File: src/rtl/core/rlcseg_pkg.sv
`default_nettype none
// ----------------------------------------------------------------------------
// RLC UM transmit segmenter package
// Shared payload structs, codes and a helper function of the segmenter.
// ----------------------------------------------------------------------------
package rlcseg_pkg;

  localparam int unsigned SnW      = 12;
  localparam int unsigned ModW     = 13;
  localparam int unsigned CfgDataW = 13;
  localparam logic [ModW-1:0] ModMax   = 13'd4096;
  localparam logic [ModW-1:0] ModReset = 13'd64;

  // Header lengths of the different PDU kinds.
  localparam logic [2:0] HdrLenFull      = 3'd1;
  localparam logic [2:0] HdrLenFirst6    = 3'd1;
  localparam logic [2:0] HdrLenFirst12   = 3'd2;
  localparam logic [2:0] HdrLenSeg6      = 3'd3;
  localparam logic [2:0] HdrLenSeg12     = 3'd4;

  typedef enum logic [1:0] {
    ST_BUILT   = 2'd0,
    ST_NO_ROOM = 2'd1,
    ST_NOTHING = 2'd2
  } status_e;

  typedef enum logic [1:0] {
    SI_FULL   = 2'd0,
    SI_FIRST  = 2'd1,
    SI_LAST   = 2'd2,
    SI_MIDDLE = 2'd3
  } seg_info_e;

  typedef enum logic {
    CFG_SN_TWELVE  = 1'b0,
    CFG_SN_MODULUS = 1'b1
  } cfg_idx_e;

  typedef struct packed {
    logic [15:0] grant_bytes;
    logic        sdu_available;
    logic [15:0] sdu_length;
  } in_item_t;

  typedef struct packed {
    status_e     status;
    logic        sdu_taken;
    seg_info_e   seg_info;
    logic [11:0] seq_number;
    logic [15:0] seg_offset;
    logic [2:0]  hdr_len;
    logic [15:0] payload_bytes;
    logic [15:0] pdu_bytes;
    logic [7:0]  hdr_byte0;
    logic [7:0]  hdr_byte1;
    logic [7:0]  hdr_byte2;
    logic [7:0]  hdr_byte3;
  } out_item_t;

  typedef struct packed {
    logic            sn_twelve_bit;
    logic [ModW-1:0] sn_modulus;
  } cfg_t;

  typedef struct packed {
    logic            start;
    logic [ModW-1:0] dividend;
    logic [ModW-1:0] divisor;
  } mod_req_t;

  typedef struct packed {
    logic           busy;
    logic           done;
    logic [SnW-1:0] remainder;
  } mod_rsp_t;

  typedef struct packed {
    logic        sn_twelve_bit;
    seg_info_e   seg_info;
    logic [11:0] seq_number;
    logic [15:0] seg_offset;
  } hdr_req_t;

  // A modulus of zero or above the largest legal value is taken as the largest.
  function automatic logic [ModW-1:0] eff_modulus(logic [ModW-1:0] raw);
    logic [ModW-1:0] m;
    m = ((raw == '0) || (raw > ModMax)) ? ModMax : raw;
    return m;
  endfunction

endpackage
`default_nettype wire

File: src/rtl/core/rlcseg_mod_unit.sv
`default_nettype none
// ----------------------------------------------------------------------------
// Sequence number remainder unit
// Restoring remainder, one dividend bit per cycle, for SN reduction.
// ----------------------------------------------------------------------------
module rlcseg_mod_unit
  import rlcseg_pkg::*;
(
  input  wire logic     clk_i,
  input  wire logic     rst_ni,
  input  wire mod_req_t req_i,
  output mod_rsp_t      rsp_o
);

  logic           busy_q, busy_d;
  logic [3:0]     cnt_q, cnt_d;
  logic [SnW-1:0] rem_q, rem_d;
  logic [ModW-1:0] dvd_q, dvd_d;
  logic [ModW-1:0] dvs_q, dvs_d;
  logic [ModW-1:0] trial;
  logic           last_step;

  assign trial     = {rem_q, dvd_q[ModW-1]};
  assign last_step = busy_q && (cnt_q == 4'd0);

  always_comb begin
    busy_d = busy_q;
    cnt_d  = cnt_q;
    rem_d  = rem_q;
    dvd_d  = dvd_q;
    dvs_d  = dvs_q;
    if (req_i.start) begin
      busy_d = 1'b1;
      cnt_d  = 4'(ModW - 1);
      rem_d  = '0;
      dvd_d  = req_i.dividend;
      dvs_d  = req_i.divisor;
    end else if (busy_q) begin
      // The partial remainder stays below the divisor, so it fits in SnW bits.
      rem_d = (trial >= dvs_q) ? SnW'(trial - dvs_q) : SnW'(trial);
      dvd_d = {dvd_q[ModW-2:0], 1'b0};
      cnt_d = cnt_q - 4'd1;
      if (cnt_q == 4'd0) begin
        busy_d = 1'b0;
      end
    end
  end

  always_ff @(posedge clk_i or negedge rst_ni) begin
    if (!rst_ni) begin
      busy_q <= 1'b0;
      cnt_q  <= '0;
    end else begin
      busy_q <= busy_d;
      cnt_q  <= cnt_d;
    end
  end

  always_ff @(posedge clk_i) begin
    rem_q <= rem_d;
    dvd_q <= dvd_d;
    dvs_q <= dvs_d;
  end

  assign rsp_o.busy      = busy_q;
  assign rsp_o.done      = last_step && !req_i.start;
  assign rsp_o.remainder = rem_d;

  a_cnt_range: assert property (@(posedge clk_i) disable iff (!rst_ni)
    busy_q |-> (cnt_q <= 4'(ModW - 1)))
    else $error("remainder step counter out of range");

  a_rem_below_divisor: assert property (@(posedge clk_i) disable iff (!rst_ni)
    busy_q |-> ({1'b0, rem_q} < dvs_q))
    else $error("partial remainder not below divisor");

  a_start_busy: assert property (@(posedge clk_i) disable iff (!rst_ni)
    req_i.start |=> busy_q)
    else $error("remainder unit not busy after start");

endmodule
`default_nettype wire

File: src/rtl/core/rlcseg_hdr_pack.sv
`default_nettype none
// ----------------------------------------------------------------------------
// Header byte packer
// Packs SI, SN and SO into up to four UM header bytes.
// ----------------------------------------------------------------------------
module rlcseg_hdr_pack
  import rlcseg_pkg::*;
(
  input  wire hdr_req_t    req_i,
  output logic [3:0][7:0]  bytes_o
);

  logic has_so;

  always_comb begin
    bytes_o = '0;
    has_so  = (req_i.seg_info == SI_LAST) || (req_i.seg_info == SI_MIDDLE);
    if (req_i.seg_info != SI_FULL) begin
      if (req_i.sn_twelve_bit) begin
        bytes_o[0] = {req_i.seg_info, 2'b00, req_i.seq_number[11:8]};
        bytes_o[1] = req_i.seq_number[7:0];
        if (has_so) begin
          bytes_o[2] = req_i.seg_offset[15:8];
          bytes_o[3] = req_i.seg_offset[7:0];
        end
      end else begin
        bytes_o[0] = {req_i.seg_info, req_i.seq_number[5:0]};
        if (has_so) begin
          bytes_o[1] = req_i.seg_offset[15:8];
          bytes_o[2] = req_i.seg_offset[7:0];
        end
      end
    end
  end

endmodule
`default_nettype wire

File: src/rtl/core/rlcseg_seg_ctrl.sv
`default_nettype none
// ----------------------------------------------------------------------------
// Segmentation decision and SDU state
// Chooses the PDU kind for one transmit opportunity and updates SN/SO state.
// ----------------------------------------------------------------------------
module rlcseg_seg_ctrl
  import rlcseg_pkg::*;
(
  input  wire logic      clk_i,
  input  wire logic      rst_ni,
  input  wire logic      fire_i,
  input  wire in_item_t  item_i,
  input  wire cfg_t      cfg_i,
  input  wire mod_rsp_t  mod_rsp_i,
  output logic [SnW-1:0] sn_o,
  output out_item_t      res_o
);

  logic [SnW-1:0] sn_q, sn_d;
  logic [SnW-1:0] nxt_sn_q, nxt_sn_d;
  logic [15:0]    off_q, off_d;
  logic [15:0]    rem_q, rem_d;
  logic           pend_q, pend_d;

  logic [SnW-1:0] cur_sn;
  logic [2:0]     hl_seg;
  logic [2:0]     hl_first;
  logic [15:0]    space;
  logic [15:0]    seg_pay;
  logic [15:0]    rem_after;
  logic [ModW-1:0] nxt_inc;
  logic           full_fits;
  logic           seg_fits;
  logic           first_fits;
  hdr_req_t       hdr_req;
  logic [3:0][7:0] hdr_bytes;
  out_item_t      res;
  logic           advance_sn;

  assign cur_sn   = cfg_i.sn_twelve_bit ? sn_q : {6'd0, sn_q[5:0]};
  assign hl_seg   = cfg_i.sn_twelve_bit ? HdrLenSeg12 : HdrLenSeg6;
  assign hl_first = cfg_i.sn_twelve_bit ? HdrLenFirst12 : HdrLenFirst6;

  assign seg_fits   = {1'b0, item_i.grant_bytes} > (17'(hl_seg) + 17'd1);
  assign first_fits = {1'b0, item_i.grant_bytes} > (17'(hl_first) + 17'd1);
  assign full_fits  = (item_i.grant_bytes > 16'd2) &&
                      ({1'b0, item_i.grant_bytes} >= ({1'b0, item_i.sdu_length} + 17'd1));

  assign space     = item_i.grant_bytes - 16'(hl_seg);
  assign seg_pay   = (rem_q <= space) ? rem_q : space;
  assign rem_after = rem_q - seg_pay;

  // Stored next SN is already reduced, so the following one needs one compare.
  assign nxt_inc = {1'b0, nxt_sn_q} + 13'd1;

  always_comb begin
    res            = '0;
    res.status     = ST_BUILT;
    res.seg_info   = SI_FULL;
    pend_d         = pend_q;
    rem_d          = rem_q;
    off_d          = off_q;
    advance_sn     = 1'b0;
    if (pend_q) begin
      if (seg_fits) begin
        res.hdr_len       = hl_seg;
        res.payload_bytes = seg_pay;
        res.seg_offset    = off_q;
        res.seq_number    = cur_sn;
        rem_d             = rem_after;
        if (rem_after == 16'd0) begin
          res.seg_info = SI_LAST;
          pend_d       = 1'b0;
          off_d        = '0;
          advance_sn   = 1'b1;
        end else begin
          res.seg_info = SI_MIDDLE;
          off_d        = off_q + seg_pay;
        end
      end else begin
        res.status = ST_NO_ROOM;
      end
    end else if (!item_i.sdu_available) begin
      res.status = ST_NOTHING;
    end else if (full_fits) begin
      res.hdr_len       = HdrLenFull;
      res.payload_bytes = item_i.sdu_length;
      res.sdu_taken     = 1'b1;
      off_d             = '0;
    end else if (first_fits) begin
      res.hdr_len       = hl_first;
      res.payload_bytes = item_i.grant_bytes - 16'(hl_first);
      res.seg_info      = SI_FIRST;
      res.seq_number    = cur_sn;
      res.sdu_taken     = 1'b1;
      rem_d             = item_i.sdu_length - res.payload_bytes;
      pend_d            = 1'b1;
      off_d             = res.payload_bytes;
    end else begin
      res.status = ST_NO_ROOM;
    end
    res.pdu_bytes = 16'(res.hdr_len) + res.payload_bytes;

    hdr_req.sn_twelve_bit = cfg_i.sn_twelve_bit;
    hdr_req.seg_info      = res.seg_info;
    hdr_req.seq_number    = res.seq_number;
    hdr_req.seg_offset    = res.seg_offset;
  end

  rlcseg_hdr_pack u_hdr_pack (
    .req_i   (hdr_req),
    .bytes_o (hdr_bytes)
  );

  always_comb begin
    res_o           = res;
    res_o.hdr_byte0 = hdr_bytes[0];
    res_o.hdr_byte1 = hdr_bytes[1];
    res_o.hdr_byte2 = hdr_bytes[2];
    res_o.hdr_byte3 = hdr_bytes[3];
  end

  always_comb begin
    sn_d     = sn_q;
    nxt_sn_d = nxt_sn_q;
    if (mod_rsp_i.done) begin
      nxt_sn_d = mod_rsp_i.remainder;
    end else if (fire_i && advance_sn) begin
      sn_d     = nxt_sn_q;
      nxt_sn_d = (nxt_inc == cfg_i.sn_modulus) ? '0 : SnW'(nxt_inc);
    end
  end

  always_ff @(posedge clk_i or negedge rst_ni) begin
    if (!rst_ni) begin
      sn_q     <= '0;
      nxt_sn_q <= SnW'(1);
      off_q    <= '0;
      rem_q    <= '0;
      pend_q   <= 1'b0;
    end else begin
      sn_q     <= sn_d;
      nxt_sn_q <= nxt_sn_d;
      if (fire_i) begin
        off_q  <= off_d;
        rem_q  <= rem_d;
        pend_q <= pend_d;
      end
    end
  end

  assign sn_o = sn_q;

endmodule
`default_nettype wire

File: src/rtl/core/rlc_um_tx_segmenter_unit.sv
`default_nettype none
// ----------------------------------------------------------------------------
// RLC UM transmit segmenter
// One transmit opportunity in, one PDU decision with packed header out.
// ----------------------------------------------------------------------------
// Each transfer on the input channel is one transmit opportunity. The block
// decides between a whole SDU, a first, a middle or a last segment, or
// reports that the grant is too small or that nothing is queued, and returns
// exactly one result per opportunity. An opportunity is registered on entry,
// decided by short compare-and-subtract logic and held in an output
// register, so a new opportunity is taken in every cycle while the output
// side does not stall. The one exception is a write of the SN modulus: the
// stored next sequence number is then reduced by a bit-serial remainder
// unit, and the input channel stalls while that unit is busy. Configuration
// is meant to be written only while the block is idle.
// ----------------------------------------------------------------------------
module rlc_um_tx_segmenter_unit
  import rlcseg_pkg::*;
(
  input  wire logic                clk_i,
  input  wire logic                rst_ni,
  // Configuration write port
  input  wire logic                cfg_we_i,
  input  wire logic                cfg_idx_i,
  input  wire logic [CfgDataW-1:0] cfg_wdata_i,
  // Transmit opportunity channel
  input  wire logic                in_valid_i,
  output logic                     in_stall_o,
  input  wire in_item_t            in_data_i,
  // Result channel
  output logic                     out_valid_o,
  input  wire logic                out_stall_i,
  output out_item_t                out_data_o
);

  // Configuration registers. The modulus is kept as written; its
  // effective value is worked out combinationally.
  logic            twelve_q;
  logic [ModW-1:0] modulus_q;
  cfg_t            cfg;

  always_ff @(posedge clk_i or negedge rst_ni) begin
    if (!rst_ni) begin
      twelve_q  <= 1'b0;
      modulus_q <= ModReset;
    end else if (cfg_we_i) begin
      unique case (cfg_idx_e'(cfg_idx_i))
        CFG_SN_TWELVE:  twelve_q  <= cfg_wdata_i[0];
        CFG_SN_MODULUS: modulus_q <= cfg_wdata_i;
        default: ;
      endcase
    end
  end

  assign cfg.sn_twelve_bit = twelve_q;
  assign cfg.sn_modulus    = eff_modulus(modulus_q);

  // A new modulus can leave the stored next SN above the modulus, so the
  // successor of the current SN is fully reduced by the remainder unit.
  logic [SnW-1:0] cur_sn;
  mod_req_t       mod_req;
  mod_rsp_t       mod_rsp;

  assign mod_req.start    = cfg_we_i && (cfg_idx_e'(cfg_idx_i) == CFG_SN_MODULUS);
  assign mod_req.dividend = {1'b0, cur_sn} + 13'd1;
  assign mod_req.divisor  = eff_modulus(cfg_wdata_i);

  rlcseg_mod_unit u_mod_unit (
    .clk_i  (clk_i),
    .rst_ni (rst_ni),
    .req_i  (mod_req),
    .rsp_o  (mod_rsp)
  );

  // Input register stage.
  logic      s1_valid_q;
  in_item_t  s1_data_q;
  logic      in_xfer;
  logic      out_free;
  logic      fire;

  // The output register can take a result when it is empty or being drained.
  assign out_free   = !out_valid_o || !out_stall_i;
  assign fire       = s1_valid_q && out_free && !mod_rsp.busy;
  assign in_stall_o = mod_rsp.busy || (s1_valid_q && !fire);
  assign in_xfer    = in_valid_i && !in_stall_o;

  always_ff @(posedge clk_i or negedge rst_ni) begin
    if (!rst_ni) begin
      s1_valid_q <= 1'b0;
    end else if (in_xfer) begin
      s1_valid_q <= 1'b1;
    end else if (fire) begin
      s1_valid_q <= 1'b0;
    end
  end

  always_ff @(posedge clk_i) begin
    if (in_xfer) begin
      s1_data_q <= in_data_i;
    end
  end

  // Decision logic with the SDU state; state moves only when a result is
  // written to the output register; the remainder unit also sets the next SN.
  out_item_t res;

  rlcseg_seg_ctrl u_seg_ctrl (
    .clk_i     (clk_i),
    .rst_ni    (rst_ni),
    .fire_i    (fire),
    .item_i    (s1_data_q),
    .cfg_i     (cfg),
    .mod_rsp_i (mod_rsp),
    .sn_o      (cur_sn),
    .res_o     (res)
  );

  // Output register stage.
  logic      out_valid_q;
  out_item_t out_data_q;

  always_ff @(posedge clk_i or negedge rst_ni) begin
    if (!rst_ni) begin
      out_valid_q <= 1'b0;
    end else if (fire) begin
      out_valid_q <= 1'b1;
    end else if (!out_stall_i) begin
      out_valid_q <= 1'b0;
    end
  end

  always_ff @(posedge clk_i) begin
    if (fire) begin
      out_data_q <= res;
    end
  end

  assign out_valid_o = out_valid_q;
  assign out_data_o  = out_data_q;

  a_no_fire_busy: assert property (@(posedge clk_i) disable iff (!rst_ni)
    mod_rsp.busy |-> !fire)
    else $error("decision taken while the SN remainder is being reduced");

  a_fire_gives_result: assert property (@(posedge clk_i) disable iff (!rst_ni)
    fire |=> out_valid_q)
    else $error("decided opportunity did not reach the output register");

  a_no_overwrite: assert property (@(posedge clk_i) disable iff (!rst_ni)
    (out_valid_q && out_stall_i) |-> !fire)
    else $error("stalled result overwritten");

endmodule
`default_nettype wire
File: config.mk
export PLATFORM = sky130hd
export DESIGN_NAME = rlc_um_tx_segmenter_unit
export DESIGN_NICKNAME = d
export VERILOG_FILES = /design/src/rtl/core/rlcseg_pkg.sv /design/src/rtl/core/rlcseg_mod_unit.sv /design/src/rtl/core/rlcseg_hdr_pack.sv /design/src/rtl/core/rlcseg_seg_ctrl.sv /design/src/rtl/core/rlc_um_tx_segmenter_unit.sv
export SDC_FILE = /design/constraint.sdc
export NUM_CORES = 1
export LEC_CHECK = 0
export ABC_CLOCK_PERIOD_IN_PS = 21300
export BUFFER_PORTS_ARGS = -buffer_cell sky130_fd_sc_hd__buf_4
export CORE_ASPECT_RATIO = 1.2
export CORE_UTILIZATION = 63
export DETAILED_ROUTE_END_ITERATION = 12
export PLACE_DENSITY = 0.91
export SLEW_MARGIN = 40
export SYNTH_ARGS = -nofsm -noshare
export SYNTH_HDL_FRONTEND = slang
export SYNTH_SLANG_ARGS = --single-unit
File: constraint.sdc
create_clock -name clk_i -period 21.3 [get_ports clk_i]
set_input_delay 4.26 -clock clk_i [delete_from_list [all_inputs] [get_ports clk_i]]
set_output_delay 4.26 -clock clk_i [all_outputs]
set_load 0.1 [all_outputs]
==> Word level (Yosys, flattened, before mapping) <==
Index checks and enable logic that the tools add are counted.
{ "totals": {"ff_bits": 249, "latchBits": 0, "rom_bits": 0, "out_inout_bits": 102, "wordCells": 161, "memories": 0, "in_bits": 52, "mem_bits_rw": 0} }
{ "op_classes": {"mul": 0, "n_div": 0, "shift": 0, "addsub": 13, "n_lt_le_gt_ge": 8, "n_mux": 61, "n_eq_ne": 6, "bitwise_logic": 4, "reduce_logical": 39} }
{ "op_table": {"columns": ["operator", "n"], "rows": [
  ["16-bit two-way mux", 14],
  ["12-bit two-way mux", 7],
  ["19-bit two-way mux", 4],
  ["49-bit two-way mux", 1],
  ["14-bit two-way mux", 3],
  ["13-bit two-way mux", 3],
  ["16-bit by 17-bit greater-than comparator with 1-bit output", 2],
  ["16-bit subtractor", 2],
  ["16-bit by 3-bit subtractor with 16-bit output", 2],
  ["12-bit by 1-bit adder with 13-bit output, second input constant", 2],
  ["13-bit greater-than comparator, second input constant", 2],
  ["13-bit logical NOT", 2],
  ["24-bit two-way mux", 1],
  ["1-bit two-way mux", 20],
  ["16-bit by 1-bit adder with 17-bit output, second input constant", 1],
  ["16-bit by 17-bit >= comparator with 1-bit output", 1],
  ["16-bit adder", 1],
  ["3-bit by 16-bit adder with 16-bit output", 1],
  ["16-bit by 2-bit greater-than comparator with 1-bit output, second input constant", 1],
  ["16-bit <= comparator", 1],
  ["16-bit logical NOT", 1],
  ["15-bit two-way mux", 1],
  ["13-bit equality test", 1],
  ["13-bit >= comparator", 1],
  ["other kinds (20)", 56]
]} }

==> Logic depth before layout (Yosys ltp) <==
{ "logic_depth": {"word_depth": 13, "depth_mapped": 33} }

==> Modules after synthesis <==
Synthesis repeated with hierarchy kept, for this count alone.
{ "hier_totals": {"cells_unflattened": 1595, "hier_area_um2": 16274.4} }
{ "by_module_without_submodules": {"columns": ["module", "cells_per_inst", "area_each_um2", "seq_area_each_um2", "n_inst"], "rows": [
  ["rlcseg_seg_ctrl", 1080, 8363.0, 1427.6, 1],
  ["rlc_um_tx_segmenter_unit", 239, 5048.6, 4395.5, 1],
  ["rlcseg_mod_unit", 215, 2359.8, 1146.1, 1],
  ["rlcseg_hdr_pack", 61, 503.0, 0.0, 1]
]} }

==> Worst setup path before layout <==
Ideal clock, no wire load.
{ "synth_path": {"kind": "input -> output", "startpoint": "in out_stall_i", "endpoint": "out in_stall_o", "cell_stages": 4, "slack_ns": 11.869, "n_path_buf": 0, "required_ns": 17.040, "arrival_ns": 5.171, "path_cell_list": "nand2_1 -> nand2b_1 -> a21oi_1 -> inv_1"} }
{ "synth_between": {"elab_chain_cells": 7} }
{ "synth_lines": {"columns": ["item", "line", "rtl"], "rows": [
  ["start, declared", "rlc_um_tx_segmenter_unit.sv:32", "input wire logic out_stall_i,"],
  ["1-bit logical NOT", null, null],
  ["1-bit logical OR", "rlc_um_tx_segmenter_unit.sv:83", "assign out_free = !out_valid_o || !out_stall_i;"],
  ["1-bit logical AND (2 in a row)", "rlc_um_tx_segmenter_unit.sv:84", "assign fire = s1_valid_q && out_free && !mod_rsp.busy;"],
  ["1-bit logical NOT", "rlc_um_tx_segmenter_unit.sv:85", "assign in_stall_o = mod_rsp.busy || (s1_valid_q && !fire);"],
  ["1-bit logical AND", "rlc_um_tx_segmenter_unit.sv:85", null],
  ["1-bit logical OR", "rlc_um_tx_segmenter_unit.sv:85", null],
  ["end, declared", "rlc_um_tx_segmenter_unit.sv:28", "output logic in_stall_o,"]
]} }
No other way between the ends.

==> Final worst setup path <==
Same ends and word-level chain as after synthesis.

==> key figures <==
Logic synthesis
  – Post-synth top cells: edfxtp_1, nand2_1, nor2_1, a21oi_1, ha_1
  – Number of flops mapped to enable cells by yosys: 159
  – Compound-Gate Fraction of Synth Area: 0.145
  – Cells after Synth: 1625
  – Register area share after synthesis: 0.434
  – Adder-Cell Fraction of Synth Area: 0.0882
  – FF+latch count, synth: 249
  – XOR/XNOR share of the synthesized area: 0.0667
  – Largest family of logic cells by synthesized area: simple AND/OR/NAND/NOR gates
  – Most common cell in the netlist: edfxtp_1
  – Top FF cell, synth: edfxtp_1
  – Syn Area/Cell: 9.88 sq um
  – Async SR Flop Fraction: 0.313
  – Synth warn: 0
  – Mux share of post-synthesis cell area: 0.0392
  – Net Count, Synth: 1786
  – Mapped Area: 16100 sq um
  – Post-Synth Simple-Gate Area: 0.189
  – Netlist cell types: 96
  – Largest area contributor in the netlist: edfxtp_1
  – Top cell type's share of synthesized area: 0.297
  – Ranking of synthesized cells by area: edfxtp_1, dfrtp_1, ha_1, xnor2_1, nand2_1

Timing
  – # setup viols final: 0
  – Setup TNS: 0 ps
  – Hold Vio Cnt, Final: 0
  – Fmax: 106 MHz
  – Part of the cycle the worst path needs: 0.441
  – Relative max-transition margin: 0.411
  – Worst Tran Pin Value: 878 ps
  – Worst Clk Skew: 13.4 ps
  – Max Slew Vio Count: 0
  – RSZ-0062 raised after global routing: false
  – Final worst path period need: 9390 ps

Worst setup path
  – Slowest cell on the critical path: buf_4
  – Startpoint Class: primary input
  – Type of element capturing the critical path: primary output
  – Critical Path AT: 5130 ps
  – CP Max Fanout: 5
  – RR Startpoint: twelve_q$_DFFE_PN0P_
  – Reg-to-reg endpoint: u_seg_ctrl.nxt_sn_q[6]$_DFFE_PN0P_
  – Crit path cell chain: buf_4 -> nand2_1 -> nand2b_1 -> a21oi_1 -> inv_1 -> buf_4
  – R2r setup slk: 11980 ps
  – Buffers & Inverters on Critical Path: 3
  – Critical path class: primary input to primary output
  – Reg2Reg Depth: 26
  – Delay-heaviest family, CP: buffers and inverters
  – Critical Path RT: 17040 ps
  – CP max stage delay: 230 ps
  – Cell mode on critical path: buf_4

Detailed routing
  – Vias: 13600
  – Vias per Instance: 6.47
  – Router iterations before antenna repair: 6
  – DR WL/cell: 21.6 um
  – # DRC: 0
  – Initial DRC Count: 1278
  – Post-DRT Antenna Nets: 0
  – DRT Wirelength: 45400 um

Final layout
  – Area Overhead vs Synth: 14.4%
  – Multi-input logic area: 8490 sq um
  – FILL cells: 1706
  – Core Util, Final: 0.740
  – Share of cells above drive strength 1: 0.157
  – Layout net count: 1921
  – Antenna Diode Count: 0
  – Sequential standard cell area: 6970 sq um

Hold path
  – Hold depth: 2
  – Hold-critical path endpoint: u_mod_unit.rem_q[6]$_DFF_P_
  – Worst hold start: u_mod_unit.rem_q[6]$_DFF_P_
  – HP Class: register to register

Die
  – Die H: 177 um
  – Chip width: 148 um
  – Die area: 26100 sq um
  – Initial Utilization: 0.647
  – Ports: 154
  – Core Rows: 63
  – Core Box Area: 24800 sq um

Status
  – Status: finished, final reports clean

CTS
  – CTS max path bufs: 3
  – PostCTS Resize Cnt: 0
  – Num CTS Buffers: 26
  – Cts hold-fix bufs: 0
  – Clk pin slew, worst setup/hold paths: 60 ps
  – Worst-Skew Late Latency: 550 ps
  – CTS tree: yes
  – CTS sink cnt: 249
  – CTS HTree Levels: 1
  – Post-CTS Setup Bufs: 0
  – Root buffer cell: clkbuf_16

Place
  – Final GP Congestion: 0.995
  – Port Buffer Count: 153
  – Dpl hpwl: 33100 um

Global routing
  – GRT overflow: 0
  – GRT Overall Usage: 0.350
  – Global-route wire length before repair: 70600 um
  – Initial antenna violation count: 0
  – Largest net degree at the start of global routing: 80
  – Number of global-route vias before repair: 13300

Power
  – Tot Pwr: 2.57 mW
  – Pwr Density: 140 nW/um^2
  – Maximum vdd drop: 0.0844 mV
  – Static Leak: 7.66 nW

Run
  – Number of max-cap violations: 0
placed cells by master (no fill, tap or decap), drive strengths merged, types with 23 or more instances in the layout:
cell,Yosys,layout
buf,16,169
edfxtp,159,159
nand2,151,151
nor2,139,139
a21oi,106,106
ha,102,102
o21ai,87,87
inv,85,86
dfrtp,76,76
xnor2,69,69
xor2,48,48
nand3,48,48
and3,47,47
mux2i,37,37
clkbuf,46,36
nor3,34,34
nor4,31,31
nor2b,27,27
a211oi,25,25
or3,24,24
mux2,23,23
tightest hold or removal path, cell delays in order, from the launching register on:
cell and delay [ps]:
dfxtp_1 320, nor2_1 90, a211oi_1 50
worst max-delay path by stage:
stage | startpoint | end | cells after the start | slack, ps
after CTS | out_stall_i | in_stall_o | 6 | 11920
final | out_stall_i | in_stall_o | 6 | 11910
after global placement | out_stall_i | in_stall_o | 6 | 11970
after detailed placement | out_stall_i | in_stall_o | 6 | 11930
after floorplan | out_stall_i | in_stall_o | 4 | 11870
after global routing | twelve_q$_DFFE_PN0P_ | u_seg_ctrl.nxt_sn_q[6]$_DFFE_PN0P_ | 26 | 11460
cells by family (layout without fill, tap and decap cells):
| group | Yosys count | after routing |
|---|---|---|
| buffers and inverters | 149 | 304 |
| adder cells (fa/ha/maj) | 109 | 109 |
| AO/OA/AOI/OAI | 351 | 351 |
| XOR/XNOR | 119 | 119 |
| AND/OR/NAND/NOR | 588 | 588 |
| flip-flops | 249 | 249 |
| multiplexers | 60 | 60 |
through the flow:
step | std cells | setup WS (ps) | cell area (sq um) | hold slack [ps]
floorplan | 1625 | 11870 | 16100 | 459
global placement | 2056 | 11970 | 17400 | 485
detailed placement | 2057 | 11930 | 17500 | 490
CTS | 2105 | 11920 | 18400 | 507
global route | 2105 | 11460 | 18400 | 526
finish | 2105 | 11910 | 18400 | 507
state kept, by name, indices dropped and copies added (netlist names):
| register | count |
|---|---|
| u_seg_ctrl.nxt_sn_q | 12 |
| u_mod_unit.cnt_q | 4 |
| u_seg_ctrl.pend_q | 1 |
| out_data_o | 100 |
| u_seg_ctrl.sn_o | 12 |
| out_valid_o | 1 |
| u_mod_unit.dvs_q | 13 |
| modulus_q | 13 |
| s1_data_q | 33 |
| s1_valid_q | 1 |
| twelve_q | 1 |
| u_seg_ctrl.rem_q | 16 |
| u_seg_ctrl.off_q | 16 |
| u_mod_unit.dvd_q | 13 |
| u_mod_unit.busy_q | 1 |
| u_mod_unit.rem_q | 12 |
layout make-up:
class | instances | share of cell area
multi-input combinational | 1227 | 0.462
sequential | 249 | 0.379
timing repair buffer | 169 | 0.0695
clock buffer | 36 | 0.0419
tap | 325 | 0.0221
inverter | 87 | 0.0179
clock inverter | 12 | 0.00702
per-layer routing:
metal | global-route usage | wire length (um) | up-vias
li1 | - | - | 6231
met1 | 0.417 | 16800 | 6505
met2 | 0.598 | 22200 | 708
met3 | 0.0619 | 3830 | 168
met4 | 0.195 | 2540 | 0
met5 | 0 | 0 | -
where the power goes:
group          switching (mW)  internal [mW]
logic                   0.843          0.509
registers               0.103          0.641
clock network           0.195          0.277
total                    1.14           1.43
No activity file was read; power rests on OpenSTA's default activity.
